<file path="config.mk">
export PLATFORM = sky130hd
export DESIGN_NAME = word36_to_tape_frame_writer
export DESIGN_NICKNAME = d
export VERILOG_FILES = /design/src/hdl/wf36_pkg.sv /design/src/hdl/wf36_in_stage.sv /design/src/hdl/wf36_frame_seq.sv /design/src/hdl/wf36_out_reg.sv /design/src/hdl/word36_to_tape_frame_writer.sv
export SDC_FILE = /design/constraint.sdc
export NUM_CORES = 1
export LEC_CHECK = 0
export ABC_AREA = 1
export ABC_CLOCK_PERIOD_IN_PS = 3100
export BUFFER_PORTS_ARGS = -buffer_cell sky130_fd_sc_hd__buf_4
export CORE_UTILIZATION = 34
export CTS_CLUSTER_DIAMETER = 150
export DETAILED_ROUTE_END_ITERATION = 8
export SYNTH_ARGS = -nofsm -noshare
export SYNTH_HDL_FRONTEND = slang
export SYNTH_SLANG_ARGS = --single-unit
</file>
<file path="constraint.sdc">
create_clock -name clk -period 3.1 [get_ports clk]
set_input_delay 0.155 -clock clk [delete_from_list [all_inputs] [get_ports clk]]
set_output_delay 0.155 -clock clk [all_outputs]
set_load 0.05 [all_outputs]
</file>
<file path="src/hdl/wf36_pkg.sv">
// Package for the 36-bit word to tape frame writer.
// Holds the shared constants, request codes and item structs; depends on nothing.
`default_nettype none

package wf36_pkg;

    localparam int MAX_RECORD_WORDS = 1024;
    localparam int MIN_RECORD_WORDS = 3;
    localparam int FRAMES_PER_WORD  = 5;

    localparam int HALF_W  = 18;
    localparam int FRAME_W = 8;
    localparam int COUNT_W = 11;
    localparam int IDX_W   = 3;
    localparam int WORDS_W = 2;
    localparam int IN_TDATA_W = 40;

    localparam logic REQ_WRITE = 1'b0;
    localparam logic REQ_FLUSH = 1'b1;

    typedef struct packed {
        logic              req_type;
        logic [HALF_W-1:0] left_half;
        logic [HALF_W-1:0] right_half;
    } req_item_t;

    typedef struct packed {
        logic [FRAME_W-1:0] frame;
        logic               frame_valid;
        logic               end_of_record;
        logic               last;
    } res_item_t;

endpackage

`default_nettype wire

</file>
<file path="src/hdl/wf36_in_stage.sv">
// Input register stage of the tape frame writer.
// Holds one accepted request item until the sequencer takes it; uses wf36_pkg.
`default_nettype none

module wf36_in_stage (
    input  wire logic                clk,
    input  wire logic                rst_n,
    input  wire logic                in_valid,
    output logic                     in_ready,
    input  wire wf36_pkg::req_item_t in_item,
    input  wire logic                take,
    output logic                     held_valid,
    output wf36_pkg::req_item_t      held_item
);

    logic                valid_reg;
    logic                valid_next;
    wf36_pkg::req_item_t item_reg;

    assign in_ready   = !valid_reg || take;
    assign held_valid = valid_reg;
    assign held_item  = item_reg;

    always_comb
    begin
        valid_next = valid_reg;
        if (take)
        begin
            valid_next = 1'b0;
        end
        if (in_valid && in_ready)
        begin
            valid_next = 1'b1;
        end
    end

    always_ff @(posedge clk or negedge rst_n)
    begin
        if (!rst_n)
        begin
            valid_reg <= 1'b0;
        end
        else
        begin
            valid_reg <= valid_next;
        end
    end

    always_ff @(posedge clk)
    begin
        if (in_valid && in_ready)
        begin
            item_reg <= in_item;
        end
    end

endmodule

`default_nettype wire

</file>
<file path="src/hdl/wf36_frame_seq.sv">
// Frame sequencer of the tape frame writer: record counter, limit register and
// the per-item frame plan, one result per cycle unless stalled; uses wf36_pkg.
`default_nettype none

module wf36_frame_seq (
    input  wire logic                       clk,
    input  wire logic                       rst_n,
    input  wire logic                       cfg_we,
    input  wire logic [wf36_pkg::COUNT_W-1:0] cfg_wdata,
    input  wire logic                       item_valid,
    input  wire wf36_pkg::req_item_t        item,
    output logic                            take,
    input  wire logic                       out_ready,
    output logic                            emit,
    output wf36_pkg::res_item_t             res
);

    localparam logic [wf36_pkg::COUNT_W-1:0] MaxWords =
        wf36_pkg::COUNT_W'(wf36_pkg::MAX_RECORD_WORDS);
    localparam logic [wf36_pkg::COUNT_W-1:0] MinWords =
        wf36_pkg::COUNT_W'(wf36_pkg::MIN_RECORD_WORDS);
    localparam logic [wf36_pkg::IDX_W-1:0] LastIdx =
        wf36_pkg::IDX_W'(wf36_pkg::FRAMES_PER_WORD - 1);

    logic [wf36_pkg::COUNT_W-1:0] max_reg;
    logic [wf36_pkg::COUNT_W-1:0] count_reg;
    logic [wf36_pkg::COUNT_W-1:0] count_next;
    logic                         busy_reg;
    logic                         busy_next;
    logic                         marker_reg;
    logic                         marker_next;
    logic                         close_reg;
    logic                         close_next;
    logic [wf36_pkg::IDX_W-1:0]   idx_reg;
    logic [wf36_pkg::IDX_W-1:0]   idx_next;
    logic [wf36_pkg::WORDS_W-1:0] words_reg;
    logic [wf36_pkg::WORDS_W-1:0] words_next;
    logic [wf36_pkg::HALF_W-1:0]  left_reg;
    logic [wf36_pkg::HALF_W-1:0]  left_next;
    logic [wf36_pkg::HALF_W-1:0]  right_reg;
    logic [wf36_pkg::HALF_W-1:0]  right_next;

    logic [wf36_pkg::COUNT_W-1:0] eff_max;
    logic [wf36_pkg::COUNT_W:0]   count_inc;
    logic                         closes;
    logic                         final_emit;
    logic [2*wf36_pkg::HALF_W-1:0] word;
    logic [wf36_pkg::FRAME_W-1:0] frame_sel;

    always_comb
    begin
        if (max_reg < MinWords)
        begin
            eff_max = MinWords;
        end
        else if (max_reg > MaxWords)
        begin
            eff_max = MaxWords;
        end
        else
        begin
            eff_max = max_reg;
        end
        count_inc = {1'b0, count_reg} + 1'b1;
        closes    = count_inc >= {1'b0, eff_max};
    end

    always_comb
    begin
        word = {left_reg, right_reg};
        case (idx_reg)
            3'd0:    frame_sel = word[35:28];
            3'd1:    frame_sel = word[27:20];
            3'd2:    frame_sel = word[19:12];
            3'd3:    frame_sel = word[11:4];
            default: frame_sel = {4'b0000, word[3:0]};
        endcase
    end

    always_comb
    begin
        final_emit = busy_reg && (marker_reg || (idx_reg == LastIdx && words_reg == 2'd1));
        emit       = busy_reg && out_ready;
        take       = item_valid && (!busy_reg || (emit && final_emit));

        res.frame         = marker_reg ? '0 : frame_sel;
        res.frame_valid   = !marker_reg;
        res.last          = final_emit;
        res.end_of_record = final_emit && close_reg;

        busy_next   = busy_reg;
        marker_next = marker_reg;
        close_next  = close_reg;
        idx_next    = idx_reg;
        words_next  = words_reg;
        left_next   = left_reg;
        right_next  = right_reg;
        count_next  = count_reg;

        if (emit)
        begin
            if (final_emit)
            begin
                busy_next = 1'b0;
            end
            else if (idx_reg == LastIdx)
            begin
                idx_next   = '0;
                words_next = words_reg - 1'b1;
            end
            else
            begin
                idx_next = idx_reg + 1'b1;
            end
        end

        if (take)
        begin
            idx_next    = '0;
            words_next  = 2'd1;
            marker_next = 1'b0;
            if (item.req_type == wf36_pkg::REQ_WRITE)
            begin
                busy_next  = 1'b1;
                close_next = closes;
                left_next  = item.left_half;
                right_next = item.right_half;
                count_next = closes ? '0 : count_inc[wf36_pkg::COUNT_W-1:0];
            end
            else
            begin
                close_next = 1'b1;
                left_next  = '0;
                right_next = '0;
                count_next = '0;
                if (count_reg == '0)
                begin
                    busy_next = 1'b0;
                end
                else if (count_reg < MinWords)
                begin
                    busy_next  = 1'b1;
                    words_next = wf36_pkg::WORDS_W'(MinWords - count_reg);
                end
                else
                begin
                    busy_next   = 1'b1;
                    marker_next = 1'b1;
                end
            end
        end
    end

    always_ff @(posedge clk or negedge rst_n)
    begin
        if (!rst_n)
        begin
            max_reg    <= MaxWords;
            count_reg  <= '0;
            busy_reg   <= 1'b0;
            marker_reg <= 1'b0;
            close_reg  <= 1'b0;
            idx_reg    <= '0;
            words_reg  <= 2'd1;
        end
        else
        begin
            if (cfg_we)
            begin
                max_reg <= cfg_wdata;
            end
            count_reg  <= count_next;
            busy_reg   <= busy_next;
            marker_reg <= marker_next;
            close_reg  <= close_next;
            idx_reg    <= idx_next;
            words_reg  <= words_next;
        end
    end

    always_ff @(posedge clk)
    begin
        left_reg  <= left_next;
        right_reg <= right_next;
    end

endmodule

`default_nettype wire

</file>
<file path="src/hdl/wf36_out_reg.sv">
// Output register of the tape frame writer.
// Holds one result item until the receiver takes it; uses wf36_pkg.
`default_nettype none

module wf36_out_reg (
    input  wire logic                clk,
    input  wire logic                rst_n,
    input  wire logic                emit,
    input  wire wf36_pkg::res_item_t res,
    output logic                     out_ready,
    output logic                     out_valid,
    input  wire logic                out_taken,
    output wf36_pkg::res_item_t      out_item
);

    logic                valid_reg;
    wf36_pkg::res_item_t item_reg;

    assign out_ready = !valid_reg || out_taken;
    assign out_valid = valid_reg;
    assign out_item  = item_reg;

    always_ff @(posedge clk or negedge rst_n)
    begin
        if (!rst_n)
        begin
            valid_reg <= 1'b0;
        end
        else if (out_ready)
        begin
            valid_reg <= emit;
        end
    end

    always_ff @(posedge clk)
    begin
        if (out_ready && emit)
        begin
            item_reg <= res;
        end
    end

endmodule

`default_nettype wire

</file>
<file path="src/hdl/word36_to_tape_frame_writer.sv">
// Top level of the 36-bit word to tape frame writer.
// Instantiates wf36_in_stage, wf36_frame_seq and wf36_out_reg; uses wf36_pkg.
//
// Usage: each item on the slave stream is a write of one 36-bit word
// (tuser 0) or a flush of the open record (tuser 1). A write yields five
// frame items on the master stream, the top 32 bits first and then the low
// nibble. A flush pads a record of one or two words with zero words up to
// three words, sends a bare end-of-record marker for a longer record, and
// sends nothing for an empty one. tlast marks the final result of each
// request item; tuser bit 1 marks the item that closes a tape record.
// Each request passes the input register, then the sequencer. The sequencer
// sends one frame per cycle while the output register is ready; the input
// register takes the next request while the current one is still being
// sent, so words follow each other with no gap. The record limit is to be
// written through cfg_we and cfg_wdata only while idle; the block does not
// enforce this. Reset clears the word count, empties both registers and
// sets the limit to 1024. When tready is low, the output register keeps its
// item and the sequencer and then the input side stall behind it.
`default_nettype none

module word36_to_tape_frame_writer (
    input  wire logic        clk,
    input  wire logic        rst_n,
    input  wire logic        cfg_we,
    input  wire logic [10:0] cfg_wdata,
    input  wire logic        s_axis_tvalid,
    output logic             s_axis_tready,
    // tdata: left_half [17:0], right_half [35:18], zero [39:36].
    input  wire logic [39:0] s_axis_tdata,
    // tuser: req_type [0].
    input  wire logic        s_axis_tuser,
    output logic             m_axis_tvalid,
    input  wire logic        m_axis_tready,
    // tdata: frame [7:0].
    output logic [7:0]       m_axis_tdata,
    // tuser: frame_valid [0], end_of_record [1].
    output logic [1:0]       m_axis_tuser,
    output logic             m_axis_tlast
);

    wf36_pkg::req_item_t in_item;
    wf36_pkg::req_item_t held_item;
    wf36_pkg::res_item_t res;
    wf36_pkg::res_item_t out_item;
    logic                held_valid;
    logic                take;
    logic                emit;
    logic                out_ready;

    always_comb
    begin
        in_item.req_type   = s_axis_tuser;
        in_item.left_half  = s_axis_tdata[17:0];
        in_item.right_half = s_axis_tdata[35:18];
    end

    wf36_in_stage u_in_stage (
        .clk        (clk),
        .rst_n      (rst_n),
        .in_valid   (s_axis_tvalid),
        .in_ready   (s_axis_tready),
        .in_item    (in_item),
        .take       (take),
        .held_valid (held_valid),
        .held_item  (held_item)
    );

    wf36_frame_seq u_frame_seq (
        .clk        (clk),
        .rst_n      (rst_n),
        .cfg_we     (cfg_we),
        .cfg_wdata  (cfg_wdata),
        .item_valid (held_valid),
        .item       (held_item),
        .take       (take),
        .out_ready  (out_ready),
        .emit       (emit),
        .res        (res)
    );

    wf36_out_reg u_out_reg (
        .clk       (clk),
        .rst_n     (rst_n),
        .emit      (emit),
        .res       (res),
        .out_ready (out_ready),
        .out_valid (m_axis_tvalid),
        .out_taken (m_axis_tready),
        .out_item  (out_item)
    );

    assign m_axis_tdata = out_item.frame;
    assign m_axis_tuser = {out_item.end_of_record, out_item.frame_valid};
    assign m_axis_tlast = out_item.last;

endmodule

`default_nettype wire
</file>
==> Yosys cells after proc, flatten, opt, wreduce, memory -nomap -nowiden <==
Index checks and enable logic that the tools add are counted.
Widths: inputs -> output; s select.
{ "op_classes": {"add_sub_neg": 4, "mul": 0, "n_div": 0, "order_cmp": 4, "n_eq_ne": 6, "n_shift": 0, "muxes": 27, "bitwise": 0, "n_reduce_logical": 25} }
{ "ops": {"columns": ["cell", "count"], "rows": [
  ["$mux 11", 4],
  ["$pmux 8 s4", 1],
  ["$lt 11x2->1 const B", 2],
  ["$mux 2", 7],
  ["$add 11x1->12 const B", 1],
  ["$ge 12x11->1", 1],
  ["$mux 3", 4],
  ["$gt 11x11->1 const B", 1],
  ["$logic_not 11->1", 1],
  ["$mux 1", 11],
  ["$logic_and 1x1->1", 8],
  ["$reduce_bool 2->1", 4],
  ["$eq 3x2->1 const B", 2],
  ["$logic_not 1->1", 4],
  ["$logic_or 1x1->1", 4],
  ["$reduce_and 2->1", 2],
  ["$add 3x1->3 const B", 1],
  ["$eq 3x1->1 const B", 1],
  ["$eq 3x3->1 const B", 1],
  ["$logic_not 3->1", 1],
  ["$reduce_and 3->1", 1],
  ["$eq 2x1->1 const B", 1],
  ["$ne 2x2->1 const B", 1],
  ["$sub 2x1->2 const B", 1],
  ["$sub 2x2->2 const A", 1]
]} }
{ "word_totals": {"register_bits": 116, "latchBits": 0, "ramBits": 0, "mem_bits_ro": 0, "input_bits": 57, "word_cells": 84, "n_memories": 0} }

==> Logic depth before layout (Yosys ltp) <==
Gate-level depths: netlist of the first run.
{ "logic_depth": {"ltp_word": 10, "mapped_depth": 21, "ltp_nobuf": 20} }

==> By module <==
From an unflattened synthesis of the first run, not the netlist that was laid out.
{ "unflattened": {"hier_cells": 500, "area_unflattened_um2": 5297.6} }
{ "by_module_without_submodules": {"columns": ["module", "n_inst", "cells_each", "area_each_um2", "seq_area_each_um2"], "rows": [
  ["wf36_frame_seq", 1, 440, 3766.1, 1834.3],
  ["wf36_in_stage", 1, 43, 1156.1, 1136.1],
  ["wf36_out_reg", 1, 17, 375.4, 355.3]
]} }

==> Worst setup path before layout of the first run <==
No wires, ideal clock.
{ "synth_timing": {"kind": "register to register", "start": "register u_frame_seq.idx_reg[0] (netlist bit)", "end": "register u_in_stage.item_reg, in the netlist u_in_stage.held_item[0] (enable)", "setup_time_ns": 0.444, "t_arrival_ns": 2.902, "path_slack_ns": -0.246, "stages_incl_launch_ff": 9, "cell_sequence": "dfrtp_1 -> inv_1 -> ha_1 -> nand2_2 -> o21ai_2 -> inv_2 -> nand2_4 -> nand2_1 -> a21oi_1"} }
{ "synth_via": {"elab_chain_cells": 9} }
{ "synth_lines": {"columns": ["element", "line_no", "rtl"], "rows": [
  ["from (decl)", "wf36_frame_seq.sv:34", "logic [wf36_pkg::IDX_W-1:0] idx_reg;"],
  ["from (signal assigned)", "wf36_frame_seq.sv:176", "idx_reg <= idx_next;"],
  ["$eq 3x3->1", "wf36_frame_seq.sv:82", "final_emit = busy_reg && (marker_reg || (idx_reg == LastIdx && words_reg == 2'd1));"],
  ["$logic_and 1x1->1", "wf36_frame_seq.sv:82", null],
  ["$logic_or 1x1->1", "wf36_frame_seq.sv:82", null],
  ["$logic_and 1x1->1", "wf36_frame_seq.sv:82", null],
  ["$logic_and 1x1->1", "wf36_frame_seq.sv:84", "take = item_valid && (!busy_reg || (emit && final_emit));"],
  ["$logic_or 1x1->1", "wf36_frame_seq.sv:84", null],
  ["$logic_and 1x1->1", "wf36_frame_seq.sv:84", null],
  ["$logic_or 1x1->1", "wf36_in_stage.sv:20", "assign in_ready = !valid_reg || take;"],
  ["$logic_and 1x1->1", "wf36_in_stage.sv:51", "if (in_valid && in_ready)"],
  ["to (signal assigned)", "wf36_in_stage.sv:53", "item_reg <= in_item;"],
  ["to (decl)", "wf36_in_stage.sv:18", "wf36_pkg::req_item_t item_reg;"]
]} }
Every way passes these cells.
A chain may end at the register's enable or synchronous reset.

==> Final worst setup path of the first run <==
{ "layout_timing": {"start": "register u_frame_seq.max_reg[7] (netlist bit)", "end": "register u_frame_seq.count_reg[0] (netlist bit)"} }
{ "layout_via": {"elab_chain_cells": 6, "word_cells_on_any_way": 7, "cone_classes": "3 x order compare; 4 x mux"} }
{ "layout_lines": {"columns": ["element", "line_no", "rtl"], "rows": [
  ["from (decl)", "wf36_frame_seq.sv:25", "logic [wf36_pkg::COUNT_W-1:0] max_reg;"],
  ["from (signal assigned)", "wf36_frame_seq.sv:158", "max_reg <= MaxWords;"],
  ["from (signal assigned)", "wf36_frame_seq.sv:170", "max_reg <= cfg_wdata;"],
  ["$gt 11x11->1", "wf36_frame_seq.sv:56", "else if (max_reg > MaxWords)"],
  ["$mux 11", "wf36_frame_seq.sv:56", null],
  ["$mux 11 (*)", "wf36_frame_seq.sv:52", "if (max_reg < MinWords)"],
  ["$ge 12x11->1 (*)", "wf36_frame_seq.sv:65", "closes = count_inc >= {1'b0, eff_max};"],
  ["$mux 11 (*)", "wf36_frame_seq.sv:128", "count_next = closes ? '0 : count_inc[wf36_pkg::COUNT_W-1:0];"],
  ["$mux 11 (*)", "wf36_frame_seq.sv:122", "if (item.req_type == wf36_pkg::REQ_WRITE)"],
  ["to (signal assigned)", "wf36_frame_seq.sv:172", "count_reg <= count_next;"],
  ["to (decl)", "wf36_frame_seq.sv:26", "logic [wf36_pkg::COUNT_W-1:0] count_reg;"]
]} }
Every way passes the cells marked *; elsewhere a longest branch is shown, timed or not.

==> results of run 1 <==
==> worst max-delay path, delay by kind of cell, from the launching register on <==
family / cells / cell delay, ns
fa+ha+maj: 1 / 0.32
compound gates: 3 / 0.58
simple gates: 7 / 1.30
flops: 1 / 0.40
==> synth_stat cells, drive strengths merged <==
library cell,n
a21oi,16
a221oi,4
a41oi,4
and3,1
buf,9
clkbuf,4
clkinv,1
dfrtp,30
dfstp,2
edfxtp,84
ha,19
inv,95
mux2,6
nand2,118
nand3,17
nand3b,1
nand4,4
nor2,74
nor3,1
nor4,2
o2111ai,1
o211ai,1
o21a,2
o21ai,14
o21bai,3
o31ai,1
xor2,4
==> logic make-up after synthesis <==
kind of cell	after synthesis
fa+ha+maj	19
compound gates	46
xor+xnor	4
flops	116
mux	6
simple gates	218
buf+inv	109
==> layout make-up <==
cell class                      count  area (µm²)
Timing Repair Buffer              118        1020
Clock buffer                       17         425
Fill cell                        1449        8160
Inverter                           96         362
Clock inverter                     15         153
Sequential cell                   116        3330
Multi-Input combinational cell    293        1600
Tap cell                          211         264
==> power breakdown <==
part	internal [mW]	switching, mW
logic	0.520	1.02
registers	2.08	0.161
clock network	1.18	0.719
==> cells in the final DEF (no fill, tap or decap), types with 3 or more instances in the layout <==
master | synthesis | routed
a221oi_1 | 4 | 4
inv_6 | 0 | 4
ha_1 | 19 | 19
inv_1 | 91 | 91
inv_2 | 4 | 4
nand3_1 | 14 | 14
o21ai_0 | 11 | 11
a41oi_1 | 4 | 4
o21ai_2 | 3 | 3
edfxtp_1 | 84 | 84
o21bai_1 | 3 | 3
clkinvlp_4 | 0 | 4
mux2_2 | 6 | 6
clkbuf_16 | 0 | 17
dlygate4sd3_1 | 0 | 50
nor2_2 | 10 | 10
a21oi_2 | 4 | 4
xor2_1 | 4 | 4
dfrtp_1 | 30 | 30
buf_4 | 1 | 67
nor2_1 | 63 | 63
nand2_1 | 115 | 115
nand4_1 | 4 | 4
a21oi_1 | 12 | 11
clkinv_2 | 1 | 4
==> metal layers <==
layer  part of all wire (%)  vias up  global-route usage (%)
li1                       -     1920                       -
met1                     44     1768                    16.3
met2                     51       58                    23.8
met3                    3.1       18                    4.02
met4                    1.7        0                    6.44
met5                      0        -                       0
==> repair_timing <==
item / 4_1_cts / 5_1_grt
resized for setup: 0 / 0
hold endpoints to repair: 79 / 0
hold buffers: 50 / 0
==> final timing paths <==
path                                          start                       end  slack, ns  depth (start not counted)
min in group asynchronous                     rst_n  u_frame_seq.count_reg[9]       0.23                          2
max in group asynchronous                     rst_n  u_frame_seq.words_reg[0]       2.53                          2
hold / removal                               cfg_we   u_frame_seq.max_reg[10]       0.04                          2
hold reg to reg            u_frame_seq.words_reg[0]  u_frame_seq.words_reg[0]       0.49                          2
setup reg to reg             u_frame_seq.max_reg[7]  u_frame_seq.count_reg[0]       0.41                         11
setup / recovery             u_frame_seq.max_reg[7]  u_frame_seq.count_reg[0]       0.41                         11
==> flow_summary.toml, run 1 <==
[critical_path]
cp.required_ns = 3.42
critPathArrivalTime_ns = 3.02
cp_max_fo = 11
critPathMaxStageDelay_ns = 0.40
crit_slowest_cell = "dfrtp_1"
critPathLaunchType = "register"
crit_top_cell = "nand2_1"
crit_type = "register to register"
crit_chain = "nor4_1 > nand3_1 > nand2_1 > nand2_1 > ha_1 > a21oi_1 > o21a_1 > nor2_1 > nor2_2 > nand2_1 > o21ai_0"
cp-end-kind = "register"

[synth]
netlist_area_um2 = 5360
synthSimpleGateAreaFrac_pct = 17.6
syn-num-nets = 594
synth_seq_cells = 116
synth_cells = 518
synth_xor_area_share_pct = 0.653
synth_top_area_share_pct = 47.0
synth_compound_area_share_pct = 5.74
syn_avg_cell_area_um2 = 10.4
ys_types = 40
ys_seq_area_share_pct = 62.0
yosys-top-cells-area = "edfxtp_1, dfrtp_1, nand2_1"
synth_adder_area_share_pct = 4.43
synth_area_leader_cell = "edfxtp_1"
synth_top_family_by_area = "simple AND/OR/NAND/NOR gates"
yosysWarnings = 0
synth.area.mux_share_pct = 1.26

[place]
dp.cells = 784
place.gp.congestion = 0.758
placed_cell_area_um2 = 6080
place_ws_ns = 0.404
dp_hpwl_um = 6960
port_buffers = 65

[sta]
slew_headroom_pct = 30.0
finalSetupTns_ns = 0
fin_crit_ns = 2.69
worstMarginPinSlew_ns = 1.05
hold_ws_ns = 0.0359
skew_ns = 0.00805
setup_slack_ns = 0.408
period_share_pct = 86.8
rsz0062_at_grt = "no"
hold_violations = 0
slew_violations = 0
finalSetupViolCount = 0
max_freq_mhz = 371

[layout]
drive_gt1_share_pct = 21.1
finalNonFillerCells = 866
final_net_count = 718
area_growth_pct = 33.4
antenna_cells = 0
final_area_um2 = 7160
final_util_pct = 46.7
largest_reg_flops = 37

[die]
io_pins = 70
rows = 45
fp.dieArea_um2 = 16300
die_w_um = 128
core_um2 = 15300
start_util_pct = 35.0
die_y_um = 128

[route]
wirelength_um = 10500
routed-via-count = 3764
dr.pass1.iters = 4
first_iter_violations = 158
drc = 0
wl_per_cell_um = 12.1
drtAntennaViolNets = 0
viasPerCell = 4.35

[global_route]
antenna_found_initial = 0
grt_max_degree = 40
grt_use_total_pct = 14.0
grt_pass1_wl_um = 17400
grt_pass1_vias = 3803
overflow = 0

[clock_tree]
clock_latency_ns = 0.41
cts_buffers = 17
cts_max_path_buffers = 2
post_cts_buffers = 0
cts_root_buf = "clkbuf_16"
cts_tree = "done"
clk_pin_slew_ns = 0.06
cts_htree_levels = 4
clock_sinks = 116

[pwr]
ir_worst_vdd_uv = 459
power_density_nw_per_um2 = 794
power_mw = 5.68
leakage_nw = 3.18

[min_path]
hold_class = "input pin to register"

[outcome]
status = "finished clean"

[job]
maxCapViolCount = 0
Note: power is estimated with default switching activity, not from simulation.
==> inputs of run 2 (changes only) <==
- ABC_AREA: 1 -> default
- PLACE_DENSITY: default -> 0.62
==> run 2 against run 1 <==
- first-iteration DRC count increased by 15%
- design area decreased by 3.6%
- synthesized cell count decreased by 27%
- setup slack got worse by 0.16 ns
- flip-flop and latch count unchanged
- critical endpoint is now u_frame_seq.close_reg
- largest cell class unchanged
==> flow_summary.toml, run 2 <==
[sta]
worstMarginPinSlew_ns = 0.912
rsz0062_at_grt = "no"
period_share_pct = 92.1
skew_ns = 0.00703
hold_violations = 0
max_freq_mhz = 350
slew_violations = 0
finalSetupViolCount = 0
hold_ws_ns = 0.0380
finalSetupTns_ns = 0
fin_crit_ns = 2.86
slew_headroom_pct = 39.0

[clock_tree]
cts_max_path_buffers = 2
cts_root_buf = "clkbuf_16"
cts_tree = "done"
cts_hold_buf = 50
cts_buffers = 17
clock_latency_ns = 0.41
clock_sinks = 116
ctsResizeCount = 0
cts_htree_levels = 4
post_cts_buffers = 0
clk_pin_slew_ns = 0.05

[synth]
yosysWarnings = 0
netlist_area_um2 = 5050
yosys-top-cells-area = "edfxtp_1, dfrtp_1, ha_1"
syn_avg_cell_area_um2 = 13.4
synth_seq_cells = 116
synth_area_leader_cell = "edfxtp_1"
ys_seq_area_share_pct = 65.8
synth_top_area_share_pct = 49.9
synthFlopType = "edfxtp_1"
ys_types = 54
syn-num-nets = 452
synth_edf_count = 84
synthArstFlopShare_pct = 27.6
synth_cells = 376
yosys.cell_count.top_type = "edfxtp_1"
synth_top_cells_by_count = "edfxtp_1, nor2b_1, nand2_1"

[global_route]
antenna_found_initial = 0
grt_pass1_vias = 3372
overflow = 0
grt_pass1_wl_um = 16300
grt_use_total_pct = 14.4
grt_max_degree = 42

[route]
wl_per_cell_um = 14.3
viasPerCell = 4.69
first_iter_violations = 182
wirelength_um = 10000
drtAntennaViolNets = 0
dr.pass1.iters = 5
drc = 0
routed-via-count = 3276

[pwr]
pwr-share-seq_pct = 38.0
p_sw_mw = 1.98
leakage_nw = 2.72
ir_worst_vdd_uv = 464
power_density_nw_per_um2 = 904
comb_power_share_pct = 28.3
intPower_mw = 4.25
clkPwrFrac_pct = 33.7
switching_share_pct = 31.8

[critical_path]
cp_max_fo = 10
critPathLaunchType = "register"
cp-end-kind = "register"
critPathArrivalTime_ns = 3.14
crit_type = "register to register"
crit_slowest_cell = "dfrtp_1"
crit_chain = "ha_1 > nand3_1 > buf_4 > nor2_1 > xor2_1 > ha_1 > a21o_1 > a21oi_1 > o211a_1 > o21ai_2 > mux2_1"
crit_top_cell = "ha_1"
cp.required_ns = 3.38
critPathMaxStageDelay_ns = 0.43
reg2reg_depth = 11

[die]
rows = 44
die_w_um = 124
fp.dieArea_um2 = 15400
io_pins = 70
core_um2 = 14500
die_y_um = 124
start_util_pct = 34.8

[min_path]
hold_depth = 2
hold_class = "input pin to register"

[place]
place.gp.congestion = 0.838
dp_hpwl_um = 6480
dp.cells = 616
port_buffers = 65
placed_cell_area_um2 = 5770

[layout]
final_net_count = 577
mostFrequentLayoutCell = "edfxtp_1"
drive_gt1_share_pct = 26.5
largest_reg_flops = 37
antenna_cells = 0
finalNonFillerCells = 698
final_area_um2 = 6900
area_growth_pct = 36.5
final_cell_mix = "edfxtp_1, buf_4, dlygate4sd3_1, nor2b_1, nand2_1"

[outcome]
status = "finished clean"

[job]
maxCapViolCount = 0
[run 2: cell count changes after synthesis, moves of 7 or more]
cell and delta:
clkbuf_1 +8, a222oi_1 +8, nand2_1 -82, nor2_1 -37, nand3_1 -7, nor2b_1 +37
nor2_2 -9, inv_1 -78
[run 2: path summary, 6_finish.rpt]
kind / from / to / slack [ns]
max in group asynchronous: rst_n / u_frame_seq.max_reg[10] / 2.54
max reg2reg: u_frame_seq.count_reg[1] / u_frame_seq.close_reg / 0.24
min: cfg_we / u_frame_seq.max_reg[10] / 0.04
max: u_frame_seq.count_reg[1] / u_frame_seq.close_reg / 0.24
min in group asynchronous: rst_n / u_frame_seq.count_reg[9] / 0.23
min reg2reg: u_frame_seq.close_reg / u_frame_seq.close_reg / 0.48
[run 2: final cells by class]
class	count	area (µm²)
Clock buffer	18	429
Inverter	15	58.8
Sequential cell	116	3330
Clock inverter	14	206
Multi-Input combinational cell	227	1580
Tap cell	184	230
Timing Repair Buffer	124	1070
Fill cell	1285	7630
[run 2: kinds of logic after synthesis]
| group | synth area share (%) |
|---|---|
| simple gates | 13.1 |
| flops | 65.8 |
| compound gates | 9.48 |
| buf+inv | 2.92 |
| fa+ha+maj | 4.70 |
| mux | 2.45 |
| xor+xnor | 1.56 |
[run 2: power by group through the flow]
stage                     logic (mW)  clock network (mW)  registers [mW]
after CTS                       1.78                2.14            2.38
after floorplan                 1.01                   0            2.57
final                           1.77                2.10            2.37
after global routing            1.95                2.22            2.41
after global placement          1.69                   0            2.39
after detailed placement        1.72                   0            2.40
[run 2: per-layer routing]
layer  track usage [%]  vias up  wire length, µm
met5                 0        -                0
met4              4.84        0               73
met3              5.45        4              392
met2              23.2       82             4890
met1              17.7     1564             4650
li1                  -     1626                -
[run 2: worst max-delay path: cells and delay by family (launching register included)]
kind	cells	cell delay [ns]
adder cells (fa/ha/maj)	2	0.53
AO/OA/AOI/OAI	4	0.75
multiplexers	1	0.35
buffers and inverters	1	0.17
AND/OR/NAND/NOR	2	0.25
flip-flops	1	0.43
XOR/XNOR	1	0.24
[run 2: through the flow]
step	setup WS (ns)	util [%]	total power [mW]
final	0.244	47.5	6.24
after CTS	0.220	47.5	6.30
after floorplan	0.190	-	3.57
after global placement	0.310	39.7	4.08
after global routing	0.0394	47.5	6.58
after detailed placement	0.237	39.7	4.13
